**config.mk**
```make
export PLATFORM = sky130hd
export DESIGN_NAME = spm_ctrl
export DESIGN_NICKNAME = d
export VERILOG_FILES = /design/src/spm_pkg.sv /design/src/spm_ctrl.sv
export SDC_FILE = /design/constraint.sdc
export NUM_CORES = 1
export LEC_CHECK = 0
export BUFFER_PORTS_ARGS = -buffer_cell sky130_fd_sc_hd__buf_4
export CAP_MARGIN = 20
export CORE_AREA = 4 4 41 43
export CTS_CLUSTER_DIAMETER = 40
export DETAILED_ROUTE_END_ITERATION = 6
export DIE_AREA = 0 0 45 47
export SLEW_MARGIN = 20
export SYNTH_ARGS = -nofsm -noshare
export SYNTH_HDL_FRONTEND = slang
export SYNTH_SLANG_ARGS = --single-unit
```
**constraint.sdc**
```tcl
create_clock -name i_clk -period 1.45 [get_ports i_clk]
set_input_delay 0 -clock i_clk [delete_from_list [all_inputs] [get_ports i_clk]]
set_output_delay 0 -clock i_clk [all_outputs]
set_load 0.1 [all_outputs]
```
**src/spm_pkg.sv**
```systemverilog
// package: shared types and constants of the sparse polynomial multiplier
`timescale 1ns / 1ps
package spm_pkg;

    localparam int MaxTermsDefault = 8;
    localparam int ProdDepthDefault = 64;
    localparam int CoefWidth = 16;
    localparam int ExpoWidth = 8;
    localparam int SumCoefWidth = 41;
    localparam int SumExpoWidth = 9;

    localparam logic [1:0] FUNC_LOAD_A = 2'd0;
    localparam logic [1:0] FUNC_LOAD_B = 2'd1;
    localparam logic [1:0] FUNC_COMPUTE = 2'd2;

    typedef enum logic [2:0] {
        ST_IDLE,
        ST_MUL,
        ST_MERGE,
        ST_SCAN_INIT,
        ST_SCAN,
        ST_EMIT
    } t_state;

    // controller to datapath
    typedef struct packed {
        logic load_a;      // store input term in first list
        logic load_b;      // store input term in second list
        logic start;       // clear product table and pair indexes
        logic mul;         // register current pair product
        logic merge_step;  // check one product table entry against the product
        logic merge_done;  // add product at merge target, advance pair
        logic scan_start;  // restart max search
        logic scan_step;   // check one table entry for max
        logic emit_load;   // move best entry into output register
        logic out_take;    // output word accepted
        logic clear;       // clear operand counts
    } t_cmd;

    // datapath to controller
    typedef struct packed {
        logic empty;       // either operand list empty
        logic merge_end;   // merge walk has reached the end or a match
        logic pairs_end;   // last pair handled
        logic scan_end;    // max search walked all entries
        logic found;       // max search found a live entry
        logic more;        // another live entry remains after this one
    } t_status;

endpackage

```
**src/spm_ctrl.sv**
```systemverilog
// controller: sequences load, multiply, merge, ordered emit
`timescale 1ns / 1ps
module spm_ctrl
    import spm_pkg::*;
(
    input  logic       i_clk,
    input  logic       i_rst_n,
    input  logic       i_valid,
    input  logic [1:0] i_func,
    output logic       o_ready,
    input  logic       i_out_ready,
    output logic       o_out_valid,
    input  t_status    i_status,
    output t_cmd       o_cmd
);

    t_state r_state, n_state;
    logic   r_out_valid, n_out_valid;

    // state register
    always_ff @(posedge i_clk) begin
        if (!i_rst_n) begin
            r_state     <= ST_IDLE;
            r_out_valid <= 1'b0;
        end else begin
            r_state     <= n_state;
            r_out_valid <= n_out_valid;
        end
    end

    assign o_out_valid = r_out_valid;
    assign o_ready     = (r_state == ST_IDLE);

    // next state and commands
    always_comb begin
        n_state     = r_state;
        n_out_valid = r_out_valid;
        o_cmd       = '0;
        o_cmd.out_take = r_out_valid && i_out_ready;
        if (r_out_valid && i_out_ready) begin
            n_out_valid = 1'b0;
        end
        unique case (r_state)
            ST_IDLE: begin
                if (i_valid) begin
                    unique case (i_func)
                        FUNC_LOAD_A: o_cmd.load_a = 1'b1;
                        FUNC_LOAD_B: o_cmd.load_b = 1'b1;
                        FUNC_COMPUTE: begin
                            if (i_status.empty) begin
                                o_cmd.clear = 1'b1;
                            end else begin
                                o_cmd.start = 1'b1;
                                n_state = ST_MUL;
                            end
                        end
                        default: ;
                    endcase
                end
            end
            ST_MUL: begin
                o_cmd.mul = 1'b1;
                n_state = ST_MERGE;
            end
            ST_MERGE: begin
                if (i_status.merge_end) begin
                    o_cmd.merge_done = 1'b1;
                    if (i_status.pairs_end) begin
                        n_state = ST_SCAN_INIT;
                    end else begin
                        n_state = ST_MUL;
                    end
                end else begin
                    o_cmd.merge_step = 1'b1;
                end
            end
            // last table write has landed, start the first max search
            ST_SCAN_INIT: begin
                o_cmd.scan_start = 1'b1;
                n_state = ST_SCAN;
            end
            ST_SCAN: begin
                if (i_status.scan_end) begin
                    n_state = ST_EMIT;
                end else begin
                    o_cmd.scan_step = 1'b1;
                end
            end
            ST_EMIT: begin
                // output register is free or frees this cycle
                if (!r_out_valid || i_out_ready) begin
                    o_cmd.emit_load = 1'b1;
                    n_out_valid = 1'b1;
                    if (i_status.more) begin
                        o_cmd.scan_start = 1'b1;
                        n_state = ST_SCAN;
                    end else begin
                        o_cmd.clear = 1'b1;
                        n_state = ST_IDLE;
                    end
                end
            end
            default: n_state = ST_IDLE;
        endcase
    end

    // a found entry always precedes an emit
    assert property (@(posedge i_clk) disable iff (!i_rst_n)
        (r_state == ST_EMIT) |-> i_status.found)
        else $error("emit without live entry");
    // output word holds while stalled
    assert property (@(posedge i_clk) disable iff (!i_rst_n)
        (r_out_valid && !i_out_ready) |=> r_out_valid)
        else $error("output word dropped");
    // no new input while working
    assert property (@(posedge i_clk) disable iff (!i_rst_n)
        (r_state != ST_IDLE) |-> !o_ready)
        else $error("ready during compute");

endmodule

```
---- Word level (Yosys, flattened, before mapping) ----
Cells that the tools add are included.
word-level totals
  register bits after elaboration ......... 4
  bits in latches ......................... 0
  memory bits (writable) .................. 0
  memory bits (read-only) ................. 0
  output and inout port bits .............. 13
  word-level logic and storage cells ...... 56
  memories kept ........................... 0
operators by class
  add/subtract/negate cells ............... 0
  multiply operators ...................... 0
  divide/modulo/power cells ............... 0
  order comparisons ....................... 0
  eq/ne operators ......................... 13
  shift operators ......................... 0
  multiplexer cells ....................... 35
  bitwise logic cells ..................... 0
  reduce and logical (&&, ||, !) cells .... 6
operators with widths
  operator                                               count
  two-way mux 3 bit                                      9
  two-way mux 1 bit                                      21
  one-hot mux 3 bit (6 select lines)                     1
  inequality test 2 bit, second input constant           5
  equality test 3 x 2 -> 1 bit, second input constant    2
  equality test 3 bit, second input constant             2
  AND reduction 6 bit                                    1
  two-way mux 2 bit                                      2
  one-hot mux 1 bit (2 select lines)                     2
  equality test 3 x 1 -> 1 bit, second input constant    1
  logical NOT 3 bit                                      1
  equality test 2 x 1 -> 1 bit, second input constant    1
  equality test 2 bit, second input constant             1
  logical NOT 2 bit                                      1
  inequality test 2 x 1 -> 1 bit, second input constant  1
  logical AND 1 bit                                      1
  logical NOT 1 bit                                      1
  logical OR 1 bit                                       1

---- Logic depth before layout (Yosys ltp) ----
Gate-level depths: netlist (run 1).
  depth after elaboration ................. 4
  gate-level depth with buffers ........... 4
  gate-level depth less buffers ........... 3

---- Worst setup path before layout (run 1) ----
No wires, ideal clock.
  path type ............................... reg-to-output
  from .................................... reg r_out_valid (netlist: o_out_valid)
  to ...................................... out o_cmd[4] (netlist name)
  data arrival time ....................... 3.123 ns
  setup slack ............................. -1.673 ns
  cell stages (with the launch flop) ...... 4
  path buffers ............................ 0
  path through ............................ dfxtp_1 > nand2b_1 > nand4b_1 > a21boi_0
RTL lines
  element                 line            text
  start, declared         spm_ctrl.sv:18  logic r_out_valid, n_out_valid;
  start signal, assigned  spm_ctrl.sv:27  r_out_valid <= n_out_valid;
  end, declared           spm_ctrl.sv:14  output t_cmd o_cmd

==> metrics.csv, run 1 <==
stage;metric;value;unit
status;status;complete, no violations;
placement;Place WS;114;ps
cells_and_area;commonest non-fill, non-tap cell in the layout;buf_4;
synth;Netlist cell types;24;
synth;adder-cell share of the synthesized area;0;%
floorplanning;cell row count;13;
synth;Synth Area in Compound Gates;13.1;%
cells_and_area;diode count;0;
synth;yosys warns;0;
critical_path;cell depth of the worst flop-to-flop path;5;
synth;sequential element share of the synthesized area;21.5;%
synth;EDFF count, synth;0;
synth;largest family of logic cells by synthesized area;simple AND/OR/NAND/NOR gates;
global_routing;GRT Residual Overflow;0;
global_routing;first-pass GRT wire length;1.64;mm
global_routing;initial antenna violation count;0;
critical_path;WP data required;1450;ps
synth;syn avg cell area;7.77;um^2
synth;post-synthesis xor/xnor area fraction;0;%
cells_and_area;Area Growth Syn to Fin;97.7;%
timing;clk_skew;0.433;ps
placement;dpl cell area;632;um^2
floorplanning;die height;47;um
critical_path;Worst path top cell family by delay;simple AND/OR/NAND/NOR gates;
placement;Port Buf Inserts;23;
synth;Post-Synth Simple-Gate Area;54.7;%
drt;drt pass-1 iters;3;
synth;async set-reset flop share out of synthesis;0;%
global_routing;largest net degree at the start of global routing;14;
placement;placed wire-length estimate;831;um
clocking;CTS tree;built;
synth;Seq cells post-synth;4;
drt;DR vias;429;
synth;multiplexer area fraction after synthesis;2.68;%
synth;Post-Syn Area;373;um^2
drt;DR WL/cell;11.4;um
drt;DRT iter0 DRCs;4;
critical_path;worst-path cell chain;nor2b_4 -> or3b_4 -> a21oi_4 -> buf_12;
power;pwr dens;556;nW/um^2
synth;top cells by area, synth;dfxtp_1, nor2b_1, buf_6, a21oi_1, nand2b_1;
clocking;worst skew pair latency;240;ps
critical_path;CP Depth;4;
cells_and_area;fin nets;90;
clocking;H-tree depth;1;
synth;Synth Net Count;60;
global_routing;total track usage;11.1;%
floorplanning;io pins;25;
clocking;CTS Buf Count;3;
timing;setup violators final;0;
placement;gp weighted congestion;0.714;
power;Peak VDD IR;0.458;mV
critical_path;arrival time worst endpoint;1410;ps
worst_hold_path;worst hold path type;input port to flip-flop;
synth;cell count after synthesis;48;
timing;aggregate negative setup slack;0;ps
clocking;Max clock buf depth;2;
drt;drc violations;0;
synth;Main synth FF type;dfxtp_1;
cells_and_area;Layout Utilization;56.6;%
timing;Final min period;1410;ps
critical_path;sum of buffers and inverters on the critical path;1;
timing;Least-Margin Pin Slew;290;ps
cells_and_area;share of cells above drive strength 1;66.2;%
critical_path;startpoint types;flip-flop;
power;Lkg Pwr;0.302;nW
timing;Fin. Hold Viols;0;
floorplanning;die area;2120;um^2
global_routing;vias in the first global route;396;
clocking;Sink Count;4;
synth;area leader, netlist;dfxtp_1;
timing;final worst slack;37.6;ps
floorplanning;Core ar.;1300;um^2
cells_and_area;fin area;737;um^2
timing;max-slew violations;0;
drt;DR vias/cell;4.66;
floorplanning;die width;45;um
timing;Period Utilization, post-route;97.4;%
critical_path;critical path capture point type;output port;
drt;total wire length;1.05;mm
critical_path;worst setup path class;flip-flop to output port;
timing;Rel. slew slack;80.6;%
synth;top cell type's share of synthesized area;21.5;%
critical_path;Worst path max stage delay;370;ps
clocking;clock root buffer;clkbuf_4;
floorplanning;Initial Utilization;28.7;%
worst_hold_path;hold depth;2;
clocking;Clock Pin Slew Worst Setup and Hold Paths;40;ps
critical_path;maximum fanout along the worst path;4;
timing;setup repair after global routing missed its margin;true;
critical_path;slowest stage cell, crit path;or3b_4;
timing;fmax;0.708;GHz
flow_run;number of max-cap violations;0;
drt;Antenna Nets Post-Route;0;
cells_and_area;commonest non-fill, non-tap cells in the layout;buf_4, buf_6;
cells_and_area;fillers;126;
[logic make-up (layout without fill, tap and decap cells)]
group	count (synthesis)	in the layout
AOI/OAI and AO/OA	8	8
buffers and inverters	3	32
DFF	4	4
muxes	1	1
and+or+nand+nor	32	32
[final cells by class]
cell class	count	area, um^2	area share (%)
sequential	4	90.1	12.2
timing repair buffer	28	263	35.7
multi-input combinational	41	339	46.0
clock buffer	4	26.3	3.57
tap	15	18.8	2.55
[per-layer routing]
metal  vias up  GRT usage, %  part of all wire [%]
li1        225             -                     -
met1       193          13.3                    48
met2        11          16.7                    46
met3         0          7.66                   6.1
met4         0          1.75                     0
met5         -             0                     0
[report_power, final]
group	leakage [nW]	switching, W	internal [W]	total [W]
Clock	0.0150	0.0000545	0.000104	0.000158
Sequential	0.0349	0.00000412	0.000109	0.000113
Combinational	0.252	0.0000819	0.0000562	0.000138
Total	0.302	0.000140	0.000269	0.000409
[worst paths after layout]
path | from | to | slack, ps
setup reg to reg | o_out_valid | r_state[2] | 390
hold reg to reg | r_state[2] | r_state[1] | 620
hold / removal | i_rst_n | r_state[2] | 40
setup / recovery | o_out_valid | o_cmd[0] | 40
[state kept, by name (all words and copies together), names as in the netlist]
| name | count |
|---|---|
| o_out_valid | 1 |
| r_state | 3 |
[what timing repair did]
item	4_1_cts	5_1_grt
setup buffers	0	1
resized for setup	15	6
hold buffers	0	0
setup endpoints to repair	8	6
pin swaps	2	2
[cell usage after synthesis, types with 2 or more instances]
cell,number
nor2_1,5
nor3b_1,2
nand2b_1,3
a21boi_0,2
buf_6,2
and3_1,2
nor2b_1,6
nand2_1,4
dfxtp_1,4
a21oi_1,4
[metrics by stage]
step	power [W]	hold WS (ps)	cells
3_5_place_dp	0.000241	265	87
5_1_grt	0.000440	48.4	92
3_3_place_gp	0.000241	269	87
4_1_cts	0.000415	34.0	91
2_1_floorplan	0.000198	96.0	48
6_report	0.000409	44.4	92
Note: power is estimated with default switching activity, not from simulation.
==> inputs of run 2 (changes only) <==
Settings changed: PLACE_DENSITY set to 0.65, REMOVE_ABC_BUFFERS set to 1.
==> run 2 against run 1 <==
Compared with the run above: final area down 6.6%; clock skew up 1.1 ps; utilization fell by 3.7 points; clock power is 17% lower; worst hold slack gained 6.6 ps; sequential cell count unchanged; critical path type unchanged; largest cell class unchanged; highest routed layer unchanged.
==> metrics.csv, run 2 (synthesis results as in run 1) <==
stage;metric;value;unit;change
status;status;complete, no violations;;
critical_path;maximum fanout along the worst path;6;;+2
timing;Least-Margin Pin Slew;280;ps;-10.4 ps
floorplanning;Initial Utilization;28.7;%;unchanged
power;pwr dens;548;nW/um^2;-1.3%
drt;DR vias;424;;-1.2%
clocking;CTS Buf Count;3;;unchanged
critical_path;arrival time worst endpoint;1430;ps;+20 ps
critical_path;slowest stage cell, crit path;or3b_1;;
critical_path;startpoint types;flip-flop;;
cells_and_area;share of cells above drive strength 1;55.4;%;-11 points
cells_and_area;fin cells;89;;-3.3%
power;Lkg Pwr;0.294;nW;-2.8%
cells_and_area;sequential cell area;87.6;um^2;-2.8%
global_routing;GRT Residual Overflow;0;;unchanged
critical_path;worst reg2reg setup slack;280;ps;-110 ps
timing;setup repair after global routing missed its margin;true;;
cells_and_area;diode count;0;;unchanged
drt;drc violations;0;;unchanged
floorplanning;die area;2120;um^2;unchanged
power;Total Power;0.000377;W;-7.8%
clocking;setup bufs post-CTS;0;;unchanged
global_routing;initial antenna violation count;0;;unchanged
drt;DR WL/cell;12.2;um;+7.1%
cells_and_area;commonest non-fill, non-tap cells in the layout;buf_4, nor2b_1, nand2_1, buf_12;;
placement;dpl cell area;557;um^2;-12%
floorplanning;Core ar.;1300;um^2;unchanged
cells_and_area;largest reg by FF count;r_state;;
timing;fmax;0.700;GHz;-1.2%
clocking;H-tree depth;1;;unchanged
floorplanning;io pins;25;;unchanged
cells_and_area;Layout Utilization;52.9;%;-3.7 points
drt;total wire length;1.09;mm;+3.6%
floorplanning;cell row count;13;;unchanged
drt;Antenna Nets Post-Route;0;;unchanged
clocking;Max clock buf depth;2;;unchanged
critical_path;worst setup path class;flip-flop to output port;;
placement;Place WS;156;ps;+41.8 ps
cells_and_area;fin area;688;um^2;-6.6%
cells_and_area;Area Growth Syn to Fin;84.6;%;
clocking;Sink Count;4;;unchanged
clocking;CTS tree;built;;
clocking;clock root buffer;clkbuf_4;;
global_routing;first-pass GRT wire length;1.59;mm;-3.3%
cells_and_area;area occupied by multi-input gates;290;um^2;-14%
floorplanning;die height;47;um;unchanged
placement;gp weighted congestion;0.770;;+7.9%
timing;Period Utilization, post-route;98.6;%;+1.2 points
cells_and_area;fin nets;88;;-2.2%
critical_path;Worst path max stage delay;380;ps;about the same
drt;DR vias/cell;4.76;;+2.2%
drt;DRT iter0 DRCs;4;;unchanged
clocking;Hold Buf Count CTS;0;;unchanged
power;Peak VDD IR;0.276;mV;-40%
cells_and_area;fillers;132;;+4.8%
clocking;worst skew pair latency;230;ps;about the same
flow_run;number of max-cap violations;0;;unchanged
timing;final worst slack;20.5;ps;-17.1 ps
timing;Final min period;1430;ps;+17.1 ps
critical_path;worst-path cell chain;nand2b_2 -> or3b_1 -> a21oi_2 -> buf_12;;
placement;Port Buf Inserts;23;;unchanged
critical_path;critical path capture point type;output port;;
placement;post-placement cell count;86;;-1.1%
global_routing;total track usage;10.1;%;-1.0 points
timing;max-slew violations;0;;unchanged
timing;Rel. slew slack;81.5;%;+0.84 points
timing;clk_skew;1.52;ps;+1.09 ps
critical_path;WP data required;1450;ps;about the same
timing;setup violators final;0;;unchanged
timing;Fin. Hold Viols;0;;unchanged
floorplanning;die width;45;um;unchanged
drt;drt pass-1 iters;2;;-1
clocking;Clock Pin Slew Worst Setup and Hold Paths;30;ps;about the same
worst_hold_path;worst hold path type;input port to flip-flop;;
cells_and_area;commonest non-fill, non-tap cell in the layout;buf_4;;
global_routing;largest net degree at the start of global routing;14;;unchanged
placement;placed wire-length estimate;796;um;-4.2%
global_routing;vias in the first global route;401;;+1.3%
cells_and_area;max reg flops;3;;unchanged
-- run 2: critical path, delay by kind of cell, from the launching register on --
family | cells | cell delay [ps]
DFF | 1 | 370
buffers and inverters | 1 | 200
and+or+nand+nor | 2 | 440
AOI/OAI and AO/OA | 1 | 190
-- run 2: repair_timing --
| action | in CTS | in global routing |
|---|---|---|
| pin swaps | 3 | 3 |
| hold endpoints to repair | 0 | 0 |
| endpoints found under the setup margin | 6 | 10 |
| resized for setup | 11 | 19 |
-- run 2: final cells by class --
type / instances / share of cell area (%)
Clock buffer: 3 / 3.27
Multi-Input combinational cell: 41 / 42.2
Sequential cell: 4 / 12.7
Tap cell: 15 / 2.73
Timing Repair Buffer: 26 / 39.1
-- run 2: final timing paths --
path,to,from,cells past startpoint
hold / removal,o_out_valid,i_rst_n,2
setup reg to reg,r_state[0],r_state[0],5
setup / recovery,o_cmd[0],r_state[0],4
hold reg to reg,r_state[2],r_state[0],2
-- run 2: per-stage QoR --
step | TNS, ps | hold slack (ps)
2_1_floorplan | -10520 | 128
3_3_place_gp | 0 | 261
3_5_place_dp | 0 | 271
4_1_cts | -12.3 | 34.3
5_1_grt | -109 | 76.8
6_report | 0 | 51.0
-- run 2: power by group --
group	internal (W)	total [W]	switching (W)	leakage, nW
Sequential	0.000111	0.000115	0.00000398	0.0346
Clock	0.0000921	0.000131	0.0000385	0.0138
Combinational	0.0000529	0.000132	0.0000790	0.245
Total	0.000256	0.000377	0.000121	0.294
-- run 2: layer usage --
metal | share of wire, % | GRT usage (%) | routed length, um
met5 | 0 | 0 | 0
met1 | 40 | 12.1 | 440
met3 | 4.3 | 1.53 | 47
met4 | 0 | 5.26 | 0
met2 | 55 | 17.2 | 599
